$ cat src/fdr_pkg.sv
// Shared types, constants and helpers for the dirty rectangle unit.
`timescale 1ns / 1ps
`default_nettype none

package fdr_pkg;

    localparam int MAX_SIDE_DEF = 4096;
    localparam int CFG_W        = 13;
    localparam int CFG_IDX_W    = 2;
    localparam int PB_W         = 3;
    localparam int PIX_W        = 32;

    // register map
    typedef enum logic [CFG_IDX_W-1:0] {
        CFG_FRAME_WIDTH  = 2'd0,
        CFG_FRAME_HEIGHT = 2'd1,
        CFG_PIXEL_BYTES  = 2'd2,
        CFG_BLANK_MODE   = 2'd3
    } cfg_index_t;

    // pixel size codes
    localparam logic [PB_W-1:0] PB_TWO   = 3'd2;
    localparam logic [PB_W-1:0] PB_THREE = 3'd3;
    localparam logic [PB_W-1:0] PB_FOUR  = 3'd4;

    localparam logic [CFG_W-1:0] RST_FRAME_WIDTH  = 13'd640;
    localparam logic [CFG_W-1:0] RST_FRAME_HEIGHT = 13'd480;
    localparam logic [PB_W-1:0]  RST_PIXEL_BYTES  = PB_TWO;
    localparam logic             RST_BLANK_MODE   = 1'b0;

    // one compared pixel pair on its way to the tracker
    typedef struct packed {
        logic valid;
        logic diff;
    } fdr_beat_t;

    // bytes compared; an unknown size compares nothing
    function automatic logic [PIX_W-1:0] pixel_mask(input logic [PB_W-1:0] pb);
        logic [PIX_W-1:0] m;
        unique case (pb)
            PB_TWO:   m = 32'h0000_FFFF;
            PB_THREE: m = 32'h00FF_FFFF;
            PB_FOUR:  m = 32'hFFFF_FFFF;
            default:  m = 32'h0000_0000;
        endcase
        return m;
    endfunction

endpackage

`default_nettype wire

$ cat src/fdr_pixel_stage.sv
// Input register: takes a pixel pair and holds its masked difference flag.
`timescale 1ns / 1ps
`default_nettype none

module fdr_pixel_stage (
    input  wire logic                      clk,
    input  wire logic                      rst_n,
    input  wire logic [fdr_pkg::PB_W-1:0]  pixel_bytes,
    input  wire logic                      in_valid,
    output logic                           in_ready,
    input  wire logic [fdr_pkg::PIX_W-1:0] new_pixel,
    input  wire logic [fdr_pkg::PIX_W-1:0] shadow_pixel,
    output fdr_pkg::fdr_beat_t             beat,
    input  wire logic                      take
);
    import fdr_pkg::*;

    logic valid_reg, valid_next;
    logic diff_reg, diff_next;
    logic accept;

    // stage frees up in the same cycle the tracker consumes it
    assign in_ready = !valid_reg || take;
    assign accept   = in_valid && in_ready;

    always_comb
    begin
        valid_next = accept || (valid_reg && !take);
        diff_next  = diff_reg;
        if (accept)
        begin
            diff_next = |((new_pixel ^ shadow_pixel) & pixel_mask(pixel_bytes));
        end
    end

    always_ff @(posedge clk or negedge rst_n)
    begin
        if (!rst_n)
        begin
            valid_reg <= 1'b0;
        end
        else
        begin
            valid_reg <= valid_next;
        end
    end

    always_ff @(posedge clk)
    begin
        diff_reg <= diff_next;
    end

    assign beat.valid = valid_reg;
    assign beat.diff  = diff_reg;

endmodule

`default_nettype wire

$ cat src/fdr_box_tracker.sv
// Raster position, bounding box and result register.
`timescale 1ns / 1ps
`default_nettype none

module fdr_box_tracker #(
    parameter int COL_W  = 12,
    parameter int SIDE_W = 13
) (
    input  wire logic               clk,
    input  wire logic               rst_n,
    input  wire logic [SIDE_W-1:0]  eff_width,
    input  wire logic [SIDE_W-1:0]  eff_height,
    input  wire logic               blank,
    input  wire fdr_pkg::fdr_beat_t beat,
    output logic                    take,
    output logic                    out_valid,
    input  wire logic               out_ready,
    output logic                    changed,
    output logic [COL_W-1:0]        left,
    output logic [COL_W-1:0]        top,
    output logic [SIDE_W-1:0]       rect_width,
    output logic [SIDE_W-1:0]       rect_height
);
    import fdr_pkg::*;

    logic [COL_W-1:0] column_reg, column_next;
    logic [COL_W-1:0] row_reg, row_next;
    logic [COL_W-1:0] min_col_reg, min_col_next;
    logic [COL_W-1:0] max_col_reg, max_col_next;
    logic [COL_W-1:0] min_row_reg, min_row_next;
    logic [COL_W-1:0] max_row_reg, max_row_next;
    logic             any_reg, any_next;
    logic             out_valid_reg, out_valid_next;
    logic             changed_reg, changed_next;
    logic [COL_W-1:0] left_reg, left_next;
    logic [COL_W-1:0] top_reg, top_next;
    logic [SIDE_W-1:0] rw_reg, rw_next;
    logic [SIDE_W-1:0] rh_reg, rh_next;

    logic last_col, last_row, frame_end, hit;
    logic [COL_W-1:0] min_col_upd, max_col_upd, min_row_upd, max_row_upd;
    logic             any_upd;

    assign last_col  = SIDE_W'(column_reg) >= (eff_width - SIDE_W'(1));
    assign last_row  = SIDE_W'(row_reg) >= (eff_height - SIDE_W'(1));
    assign frame_end = last_col && last_row;
    // a frame-end beat waits while the result register is still full
    assign take      = beat.valid && (!frame_end || !out_valid_reg || out_ready);
    assign hit       = take && beat.diff;

    always_comb
    begin
        min_col_upd = (hit && column_reg < min_col_reg) ? column_reg : min_col_reg;
        max_col_upd = (hit && column_reg > max_col_reg) ? column_reg : max_col_reg;
        min_row_upd = (hit && row_reg < min_row_reg) ? row_reg : min_row_reg;
        max_row_upd = (hit && row_reg > max_row_reg) ? row_reg : max_row_reg;
        any_upd     = any_reg || hit;

        column_next    = column_reg;
        row_next       = row_reg;
        min_col_next   = min_col_upd;
        max_col_next   = max_col_upd;
        min_row_next   = min_row_upd;
        max_row_next   = max_row_upd;
        any_next       = any_upd;
        out_valid_next = out_valid_reg && !out_ready;
        changed_next   = changed_reg;
        left_next      = left_reg;
        top_next       = top_reg;
        rw_next        = rw_reg;
        rh_next        = rh_reg;

        if (take)
        begin
            if (!last_col)
            begin
                column_next = column_reg + COL_W'(1);
            end
            else
            begin
                column_next = '0;
                if (!last_row)
                begin
                    row_next = row_reg + COL_W'(1);
                end
                else
                begin
                    row_next       = '0;
                    out_valid_next = 1'b1;
                    priority if (blank)
                    begin
                        changed_next = 1'b1;
                        left_next    = '0;
                        top_next     = '0;
                        rw_next      = eff_width;
                        rh_next      = eff_height;
                    end
                    else if (any_upd)
                    begin
                        changed_next = 1'b1;
                        left_next    = min_col_upd;
                        top_next     = min_row_upd;
                        rw_next      = SIDE_W'(max_col_upd) - SIDE_W'(min_col_upd)
                                       + SIDE_W'(1);
                        rh_next      = SIDE_W'(max_row_upd) - SIDE_W'(min_row_upd)
                                       + SIDE_W'(1);
                    end
                    else
                    begin
                        changed_next = 1'b0;
                        left_next    = '0;
                        top_next     = '0;
                        rw_next      = '0;
                        rh_next      = '0;
                    end
                    min_col_next = '1;
                    max_col_next = '0;
                    min_row_next = '1;
                    max_row_next = '0;
                    any_next     = 1'b0;
                end
            end
        end
    end

    always_ff @(posedge clk or negedge rst_n)
    begin
        if (!rst_n)
        begin
            column_reg    <= '0;
            row_reg       <= '0;
            min_col_reg   <= '1;
            max_col_reg   <= '0;
            min_row_reg   <= '1;
            max_row_reg   <= '0;
            any_reg       <= 1'b0;
            out_valid_reg <= 1'b0;
        end
        else
        begin
            column_reg    <= column_next;
            row_reg       <= row_next;
            min_col_reg   <= min_col_next;
            max_col_reg   <= max_col_next;
            min_row_reg   <= min_row_next;
            max_row_reg   <= max_row_next;
            any_reg       <= any_next;
            out_valid_reg <= out_valid_next;
        end
    end

    always_ff @(posedge clk)
    begin
        changed_reg <= changed_next;
        left_reg    <= left_next;
        top_reg     <= top_next;
        rw_reg      <= rw_next;
        rh_reg      <= rh_next;
    end

    assign out_valid   = out_valid_reg;
    assign changed     = changed_reg;
    assign left        = left_reg;
    assign top         = top_reg;
    assign rect_width  = rw_reg;
    assign rect_height = rh_reg;

    a_box_ordered: assert property (@(posedge clk) disable iff (!rst_n)
        any_reg |-> (min_col_reg <= max_col_reg && min_row_reg <= max_row_reg))
        else $error("dirty box bounds crossed");

    a_frame_end_result: assert property (@(posedge clk) disable iff (!rst_n)
        (take && frame_end) |=> out_valid_reg)
        else $error("frame end gave no result");

    a_no_change_zero: assert property (@(posedge clk) disable iff (!rst_n)
        (out_valid_reg && !changed_reg) |-> (rw_reg == '0 && rh_reg == '0
            && left_reg == '0 && top_reg == '0))
        else $error("unchanged frame reported a rectangle");

    a_column_step: assert property (@(posedge clk) disable iff (!rst_n)
        (take && !last_col) |=> (column_reg == $past(column_reg) + COL_W'(1)))
        else $error("column did not advance");

endmodule

`default_nettype wire

$ cat src/framebuffer_dirty_rectangle_unit.sv
// Top level of the framebuffer dirty rectangle unit.
//
// Streams pixel pairs (new framebuffer pixel, shadow pixel) in raster order and
// reports, once per frame, the smallest rectangle covering every differing pixel.
// Input channel: in_valid/in_ready with new_pixel and shadow_pixel; one beat per
// pixel, frame_width beats per row, frame_height rows per frame.
// Output channel: out_valid/out_ready with changed, left, top, rect_width and
// rect_height; exactly one beat per frame, also when nothing changed (changed=0,
// all else zero). With blank_mode set the whole frame is reported.
// Config: cfg_we/cfg_index/cfg_data, written with no wait; the user writes it
// only while idle, which the block does not enforce. Throughput: one pixel pair
// per cycle, except while a held result stalls the last pixel of a frame.
// The input register, then the bounding-box update, feed the result register.
// Back-pressure: a held result only stalls the last pixel of the next frame;
// every other beat keeps flowing. in_ready follows out_ready in that case.
// Reset: asynchronous, active low; restores the config defaults (640 x 480,
// 2-byte pixels, blank off), clears the position and an empty box.
`timescale 1ns / 1ps
`default_nettype none

module framebuffer_dirty_rectangle_unit #(
    parameter int  MAX_SIDE = fdr_pkg::MAX_SIDE_DEF,
    localparam int COL_W    = $clog2(MAX_SIDE),
    localparam int SIDE_W   = $clog2(MAX_SIDE + 1)
) (
    input  wire logic                          clk,
    input  wire logic                          rst_n,
    input  wire logic                          cfg_we,
    input  wire logic [fdr_pkg::CFG_IDX_W-1:0] cfg_index,
    input  wire logic [fdr_pkg::CFG_W-1:0]     cfg_data,
    input  wire logic                          in_valid,
    output logic                               in_ready,
    input  wire logic [fdr_pkg::PIX_W-1:0]     new_pixel,
    input  wire logic [fdr_pkg::PIX_W-1:0]     shadow_pixel,
    output logic                               out_valid,
    input  wire logic                          out_ready,
    output logic                               changed,
    output logic [COL_W-1:0]                   left,
    output logic [COL_W-1:0]                   top,
    output logic [SIDE_W-1:0]                  rect_width,
    output logic [SIDE_W-1:0]                  rect_height
);
    import fdr_pkg::*;

    // wide enough for both the raw register and the side limit
    localparam int LIM_W = (SIDE_W > CFG_W) ? SIDE_W : CFG_W;

    logic [CFG_W-1:0] frame_width_reg, frame_width_next;
    logic [CFG_W-1:0] frame_height_reg, frame_height_next;
    logic [PB_W-1:0]  pixel_bytes_reg, pixel_bytes_next;
    logic             blank_mode_reg, blank_mode_next;

    logic [LIM_W-1:0]  fw_ext, fh_ext;
    logic [SIDE_W-1:0] eff_width, eff_height;
    fdr_beat_t         beat;
    logic              take;

    // register file
    always_comb
    begin
        frame_width_next  = frame_width_reg;
        frame_height_next = frame_height_reg;
        pixel_bytes_next  = pixel_bytes_reg;
        blank_mode_next   = blank_mode_reg;
        if (cfg_we)
        begin
            unique case (cfg_index)
                CFG_FRAME_WIDTH:  frame_width_next  = cfg_data;
                CFG_FRAME_HEIGHT: frame_height_next = cfg_data;
                CFG_PIXEL_BYTES:  pixel_bytes_next  = cfg_data[PB_W-1:0];
                CFG_BLANK_MODE:   blank_mode_next   = cfg_data[0];
                default:          ;
            endcase
        end
    end

    always_ff @(posedge clk or negedge rst_n)
    begin
        if (!rst_n)
        begin
            frame_width_reg  <= RST_FRAME_WIDTH;
            frame_height_reg <= RST_FRAME_HEIGHT;
            pixel_bytes_reg  <= RST_PIXEL_BYTES;
            blank_mode_reg   <= RST_BLANK_MODE;
        end
        else
        begin
            frame_width_reg  <= frame_width_next;
            frame_height_reg <= frame_height_next;
            pixel_bytes_reg  <= pixel_bytes_next;
            blank_mode_reg   <= blank_mode_next;
        end
    end

    // effective frame size: zero acts as one, saturate at MAX_SIDE
    assign fw_ext = LIM_W'(frame_width_reg);
    assign fh_ext = LIM_W'(frame_height_reg);

    always_comb
    begin
        priority if (fw_ext == '0)
            eff_width = SIDE_W'(1);
        else if (fw_ext > LIM_W'(MAX_SIDE))
            eff_width = SIDE_W'(MAX_SIDE);
        else
            eff_width = fw_ext[SIDE_W-1:0];

        priority if (fh_ext == '0)
            eff_height = SIDE_W'(1);
        else if (fh_ext > LIM_W'(MAX_SIDE))
            eff_height = SIDE_W'(MAX_SIDE);
        else
            eff_height = fh_ext[SIDE_W-1:0];
    end

    fdr_pixel_stage u_pixel_stage (
        .clk          (clk),
        .rst_n        (rst_n),
        .pixel_bytes  (pixel_bytes_reg),
        .in_valid     (in_valid),
        .in_ready     (in_ready),
        .new_pixel    (new_pixel),
        .shadow_pixel (shadow_pixel),
        .beat         (beat),
        .take         (take)
    );

    fdr_box_tracker #(
        .COL_W  (COL_W),
        .SIDE_W (SIDE_W)
    ) u_box_tracker (
        .clk         (clk),
        .rst_n       (rst_n),
        .eff_width   (eff_width),
        .eff_height  (eff_height),
        .blank       (blank_mode_reg),
        .beat        (beat),
        .take        (take),
        .out_valid   (out_valid),
        .out_ready   (out_ready),
        .changed     (changed),
        .left        (left),
        .top         (top),
        .rect_width  (rect_width),
        .rect_height (rect_height)
    );

endmodule

`default_nettype wire
$ cat config.mk
export PLATFORM = sky130hd
export DESIGN_NAME = framebuffer_dirty_rectangle_unit
export DESIGN_NICKNAME = d
export VERILOG_FILES = /design/src/fdr_pkg.sv /design/src/fdr_pixel_stage.sv /design/src/fdr_box_tracker.sv /design/src/framebuffer_dirty_rectangle_unit.sv
export SDC_FILE = /design/constraint.sdc
export NUM_CORES = 1
export LEC_CHECK = 0
export BUFFER_PORTS_ARGS = -buffer_cell sky130_fd_sc_hd__buf_2
export CORE_MARGIN = 4
export CORE_UTILIZATION = 60
export CTS_CLUSTER_SIZE = 28
export DETAILED_ROUTE_END_ITERATION = 6
export PLACE_DENSITY = 0.82
export SLEW_MARGIN = 20
export SYNTH_ARGS = -nofsm -noshare
export SYNTH_HDL_FRONTEND = slang
export SYNTH_SLANG_ARGS = --single-unit
export TNS_END_PERCENT = 5
$ cat constraint.sdc
create_clock -name clk -period 13.07 [get_ports clk]
set_input_delay 1.9605 -clock clk [delete_from_list [all_inputs] [get_ports clk]]
set_output_delay 1.9605 -clock clk [all_outputs]
set_load 0.02 [all_outputs]
* Word-level counts from Yosys, hierarchy flattened *
Index checks and enable logic that the tools add are counted.

operators by class
  $add $sub $neg = 8
  $lt $le $gt $ge = 8
  equal/unequal tests = 6
  multiplexer cells = 35
  bitwise logic cells = 3
  reductions and logical operators = 31

operator list
  operator                                                               count
  12-bit two-way mux                                                     18
  13-bit two-way mux                                                     8
  32-bit case mux with 3 select lines                                    1
  32-bit bitwise AND                                                     1
  32-bit two-way mux                                                     1
  32-bit OR reduction                                                    1
  32-bit bitwise XOR                                                     1
  13-bit by 1-bit adder with 13-bit output (second input constant)       2
  12-bit by 13-bit >= comparator with 1-bit output                       2
  13-bit > comparator (second input constant)                            2
  13-bit zero test                                                       2
  12-bit by 12-bit subtractor with 13-bit output                         2
  13-bit by 1-bit subtractor with 13-bit output (second input constant)  2
  12-bit by 1-bit adder with 12-bit output (second input constant)       2
  12-bit > comparator                                                    2
  12-bit less-than comparator                                            2
  1-bit logical AND                                                      10
  2-bit AND reduction                                                    5
  1-bit two-way mux                                                      7
  3-bit by 2-bit == test with 1-bit output (second input constant)       2
  1-bit zero test                                                        5
  1-bit logical OR                                                       5
  2-bit == test (second input constant)                                  2
  3-bit == test (second input constant)                                  1
  5 further kinds                                                        5

word-level totals
  bits in registers = 157
  input port bits = 84
  output and inout bits = 53

* Longest topological paths before layout *
  depth after elaboration = 17
  mapped depth = 32
  gate-level depth less buffers = 28

* Hierarchy *
From an unflattened synthesis, not the netlist that was laid out.

unflattened totals
  cells, all modules = 1,154
  area, all modules = 11,033.1 um2

by module, submodules not included
  module                            instances  cells each  area each (um2)  sequential area each (um2)
  fdr_box_tracker                   1          998         9,182.6          3,413.3
  framebuffer_dirty_rectangle_unit  1          102         1,385.1          759.5
  fdr_pixel_stage                   1          54          465.4            55.1

* Worst setup path before layout *
OpenSTA, ideal clock, no wires.

  path type = reg2reg
  start = register frame_height_reg[5] (netlist: fh_ext[5])
  end = register u_box_tracker.rh_reg[11] (netlist: u_box_tracker.rect_height[11]) (data pin)
  setup time = 256 ps
  arrival = 6,569 ps
  path slack = 6,245 ps
  cell stages (with the launch flop) = 31
  cells stage by stage = dfstp_2 > clkbuf_1 > nor4_2 > nand3_1 > o21ba_2 > or2_2 > ha_1 > o21ai_0 > nor3_1 > xor2_1 > o21ai_0 > ha_1 > a2111o_1 > a211o_1 > o21a_1 > a31o_4 > or4_4 > buf_6 > buf_12 > mux2i_4 > ha_1 > ha_1 > fa_1 > a21o_1 > a211oi_1 > o21ai_0 > and3_1 > o21a_1 > nor2_1 > xnor2_1 > a22o_1

on the way
  longest elaborated chain between the ends = 17
  elaborated cells between the ends (all ways) = 21
  those cells by class = add/sub: 3; order compare: 2; mux: 6; reduce/logical: 10

ends and longest elaborated chain
  element                                           line                                          text
  start: declaration                                framebuffer_dirty_rectangle_unit.sv:49        logic [CFG_W-1:0] frame_height_reg, frame_height_next;
  start signal: assignment                          framebuffer_dirty_rectangle_unit.sv:89        frame_height_reg <= frame_height_next;
  13-bit > comparator                               framebuffer_dirty_rectangle_unit.sv:110       else if (fh_ext > LIM_W'(MAX_SIDE))
  13-bit two-way mux                                framebuffer_dirty_rectangle_unit.sv:110
  13-bit two-way mux *                              framebuffer_dirty_rectangle_unit.sv:108       priority if (fh_ext == '0)
  13-bit by 1-bit subtractor with 13-bit output     fdr_box_tracker.sv:45                         assign last_row = SIDE_W'(row_reg) >= (eff_height - SIDE_W'(1));
  12-bit by 13-bit >= comparator with 1-bit output  fdr_box_tracker.sv:45
  1-bit logical AND                                 fdr_box_tracker.sv:46                         assign frame_end = last_col && last_row;
  1-bit zero test                                   fdr_box_tracker.sv:48                         assign take = beat.valid && (!frame_end || !out_valid_reg || out_ready);
  1-bit logical OR (2 in a row)                     fdr_box_tracker.sv:48
  1-bit logical AND                                 fdr_box_tracker.sv:48
  1-bit logical AND                                 fdr_box_tracker.sv:49                         assign hit = take && beat.diff;
  1-bit logical AND, on equally long branches       fdr_box_tracker.sv:56, fdr_box_tracker.sv:55
  12-bit two-way mux, on equally long branches      fdr_box_tracker.sv:56, fdr_box_tracker.sv:55
  12-bit by 12-bit subtractor with 13-bit output    fdr_box_tracker.sv:105                        rh_next = SIDE_W'(max_row_upd) - SIDE_W'(min_row_upd)
  13-bit by 1-bit adder with 13-bit output          fdr_box_tracker.sv:106                        + SIDE_W'(1);
  13-bit two-way mux                                fdr_box_tracker.sv:98                         else if (any_upd)
  13-bit two-way mux *                              fdr_box_tracker.sv:90                         priority if (blank)
  end signal: assignment                            fdr_box_tracker.sv:158                        rh_reg <= rh_next;
  end: declaration                                  fdr_box_tracker.sv:38                         logic [SIDE_W-1:0] rh_reg, rh_next;

Mark *: on every way between the ends. The rest lies on a longest branch, timed or not.
A chain may end at the register's enable or synchronous reset.

* Final worst setup path *
  start = register frame_height_reg[3] (netlist: fh_ext[3])
  end = register u_box_tracker.rw_reg[11] (netlist: u_box_tracker.rect_width[11]) (data pin)

on the way
  longest elaborated chain between the ends = 17
  elaborated cells between the ends (all ways) = 21
  those cells by class = add/sub: 3; order compare: 2; mux: 6; reduce/logical: 10

ends and longest elaborated chain
  element                                             line                                          text
  13-bit > comparator                                 framebuffer_dirty_rectangle_unit.sv:110
  13-bit two-way mux                                  framebuffer_dirty_rectangle_unit.sv:110
  13-bit two-way mux *                                framebuffer_dirty_rectangle_unit.sv:108
  13-bit by 1-bit subtractor with 13-bit output *     fdr_box_tracker.sv:45
  12-bit by 13-bit >= comparator with 1-bit output *  fdr_box_tracker.sv:45
  1-bit logical AND *                                 fdr_box_tracker.sv:46
  1-bit zero test *                                   fdr_box_tracker.sv:48
  1-bit logical OR * (2 in a row)                     fdr_box_tracker.sv:48
  1-bit logical AND *                                 fdr_box_tracker.sv:48
  1-bit logical AND *                                 fdr_box_tracker.sv:49
  1-bit logical AND, on equally long branches         fdr_box_tracker.sv:54, fdr_box_tracker.sv:53
  12-bit two-way mux, on equally long branches        fdr_box_tracker.sv:54, fdr_box_tracker.sv:53
  12-bit by 12-bit subtractor with 13-bit output      fdr_box_tracker.sv:103                        rw_next = SIDE_W'(max_col_upd) - SIDE_W'(min_col_upd)
  13-bit by 1-bit adder with 13-bit output            fdr_box_tracker.sv:104                        + SIDE_W'(1);
  13-bit two-way mux *                                fdr_box_tracker.sv:98
  13-bit two-way mux *                                fdr_box_tracker.sv:90
  end signal: assignment                              fdr_box_tracker.sv:157                        rw_reg <= rw_next;
  end: declaration                                    fdr_box_tracker.sv:37                         logic [SIDE_W-1:0] rw_reg, rw_next;

Marks and branches as above.

==> summary.md <==
| Metric | Value |
|---|---|
| Ys Warns | 0 |
| Period utilisation layout | 0.586 |
| Total power | 3.06 mW |
| Initial DRC count | 583 |
| Synth top area share | 0.175 |
| I/O pin count | 137 |
| # Max-Cap Violations | 0 |
| Top post-synthesis cells by area | dfrtp_1, edfxtp_1, ha_1 |
| Initial antenna violation count | 0 |
| PostCTS Resize Cnt | 0 |
| Layout cell share with drive strength beyond 1 | 0.234 |
| Post-DRT Antenna Nets | 0 |
| Final TNS setup | 0 ns |
| Vias in the first global route | 8022 |
| Initial DRT Pass Iterations | 7 |
| Postcts setup bufs | 0 |
| RePlAce Congestion | 0.948 |
| Net Sw Power | 1.33 mW |
| Area growth syn-to-layout | 13.2% |
| Vias post-DR | 8415 |
| Slowest cell on crit path | nand2_1 |
| Int Pwr | 1.74 mW |
| Sequential cell area fraction in the yosys report | 0.400 |
| Clock skew | 0.0124 ns |
| Maximum vdd ir drop | 0.120 mV |
| Synth Flop Type | dfrtp_1 |
| Via density | 5.96 |
| Slew @ Worst Pin | 0.982 ns |
| Clock latency at the later pin of the worst-skew pair | 0.43 ns |
| Row count | 48 |
| Switching Fraction | 0.433 |
| Max Transition Viols Final | 0 |
| Total power divided by cell area | 256 nW/um^2 |
| Clock-pin slew on the worst setup and hold paths | 0.07 ns |
| CORE AREA | 17300 um^2 |
| Ant. Diodes | 0 |
| DP Wirelength | 20000 um |
| CP max stage delay | 0.60 ns |
| Grt total ovfl | 0 |
| DRC viols | 0 |
| Req. time, crit path | 13.21 ns |
| Routed wire per std cell | 18.9 um |
| Crit path capture type | flip-flop |
| GR Layer Usage met3 | 0.0495 |
| WP data arrival | 7.80 ns |
| First-pass GRT wire length | 41700 um |
| TritonCTS Buffers | 17 |
| Gr usage total | 0.269 |
| Synth Area per Inst | 10.1 um^2 |
| Clk pwr share | 0.155 |
| Comb pwr share | 0.566 |
| Status | complete, no violations |
| Commonest non-fill, non-tap cell in the layout | buf_2 |
| Final WL | 26700 um |
| Setup CP Type | reg -> reg |
| Port Buffer Count | 136 |
| Synth unique cells | 70 |
| Post-synth EDFFs | 52 |
| Die area | 19800 um^2 |
| WP buf/inv | 0 |
| Worst Path Max Fanout | 12 |
| CTS tree | done |
| Area leader, netlist | dfrtp_1 |
| Die H | 141 um |
| Delay-heaviest family, CP | compound AO/OA/AOI/OAI gates |
| Async set-reset flop share out of synthesis | 0.669 |
| Crit path launch type | flip-flop |
| Final Critical Period | 7.66 ns |
| Met2 Usage GRT | 0.429 |
| Post-Syn Area | 10600 um^2 |
| Hold crit path type | reg -> reg |
| Seq pwr share | 0.279 |
| Setup Viol. Count Final | 0 |
| RSZ-0062 raised after global routing | false |
| Standby leakage power | 5.42 nW |
| H-tree depth | 4 |
| Synth Register Bits | 157 |
| M1 GR Usage | 0.365 |
| Starting Density | 0.612 |
| Fmax achieved | 0.131 GHz |
| Post-layout nets | 1377 |
| CTS Hold Buffers Added | 0 |
| Most frequent cells in the layout | buf_2, ha_1, nand2_1 |
| Clk sinks | 157 |
| Root Driver | clkbuf_16 |
| Fin. Hold Viols | 0 |
| Cell count after synthesis | 1049 |
| Die width | 141 um |
| Pre-CTS WS | 5.53 ns |
| Post-route setup slack | 5.41 ns |
| Max clock buf depth | 2 |
| Normalized max-slew margin | 0.342 |
| Synth Net Count | 1253 |
| Grt peak-use layer | met2 |
| Largest net degree at the start of global routing | 55 |
-- cell usage after synthesis (6+ instances only) --
master / count
ha_1: 118
nor3_1: 23
clkbuf_1: 24
nor2_1: 77
buf_2: 6
dfstp_2: 31
mux2i_1: 24
and3_1: 11
nand2b_1: 8
or3_1: 7
a21o_1: 15
a22o_1: 6
dfrtp_1: 74
mux2i_4: 8
xnor2_1: 57
nand4_1: 18
o21ai_0: 59
and2_1: 25
nor2b_1: 8
nand2_1: 103
nand3_1: 23
xor2_1: 12
nor4_1: 9
inv_1: 59
mux2_2: 49
edfxtp_1: 52
a21oi_1: 53
-- per-layer routing --
layer / vias up / wire (um)
li1: 4008 / -
met1: 3969 / 11400
met2: 379 / 12400
met3: 59 / 2080
met4: 0 / 849
met5: - / 0
-- stage by stage --
step / hold WS (ns) / std cells / area, um^2 / util
floorplan: 0.495 / 1049 / 10600 / -
global placement: 0.512 / 1379 / 11400 / 0.660
detailed placement: 0.528 / 1379 / 11400 / 0.660
CTS: 0.542 / 1411 / 12000 / 0.692
global route: 0.567 / 1411 / 12000 / 0.692
finish: 0.538 / 1411 / 12000 / 0.692
-- power groups by stage --
| stage | logic (mW) | registers [mW] | clock network, mW |
|---|---|---|---|
| final | 1.73 | 0.854 | 0.476 |
| after global routing | 1.92 | 0.868 | 0.504 |
| after CTS | 1.71 | 0.848 | 0.481 |
| after detailed placement | 1.69 | 0.856 | 0 |
| after global placement | 1.62 | 0.850 | 0 |
| after floorplan | 1.31 | 0.788 | 0 |
-- worst paths after layout --
check,start,end,slack (ns),cells past startpoint
min,frame_width_reg[0]$_DFFE_PN0P_,frame_width_reg[0]$_DFFE_PN0P_,0.54,1
min in group asynchronous,rst_n,fh_ext[10]$_DFFE_PN0P_,1.59,1
max,fh_ext[3]$_DFFE_PN0P_,u_box_tracker.rect_width[11]$_DFFE_PP_,5.41,26
max reg2reg,fh_ext[3]$_DFFE_PN0P_,u_box_tracker.rect_width[11]$_DFFE_PP_,5.41,26
max in group asynchronous,rst_n,u_box_tracker.out_valid$_DFF_PN0_,10.33,2
min reg2reg,frame_width_reg[0]$_DFFE_PN0P_,frame_width_reg[0]$_DFFE_PN0P_,0.54,1
-- cells by family after synthesis --
kind of cell             Yosys count  synth area share
buffers and inverters             95            0.0368
AO/OA/AOI/OAI                    193             0.116
adder cells (fa/ha/maj)          120             0.143
flip-flops                       157             0.400
AND/OR/NAND/NOR                  334             0.155
multiplexers                      81            0.0919
XOR/XNOR                          69            0.0571
-- final cells by class --
class / instances / area (um^2)
Clock buffer: 23 / 472
Timing Repair Buffer: 140 / 713
Sequential cell: 157 / 4230
Fill cell: 1312 / 5320
Inverter: 60 / 225
Multi-Input combinational cell: 797 / 5970
Clock inverter: 9 / 88.8
Tap cell: 225 / 282
Note: power is estimated with default switching activity, not from simulation.
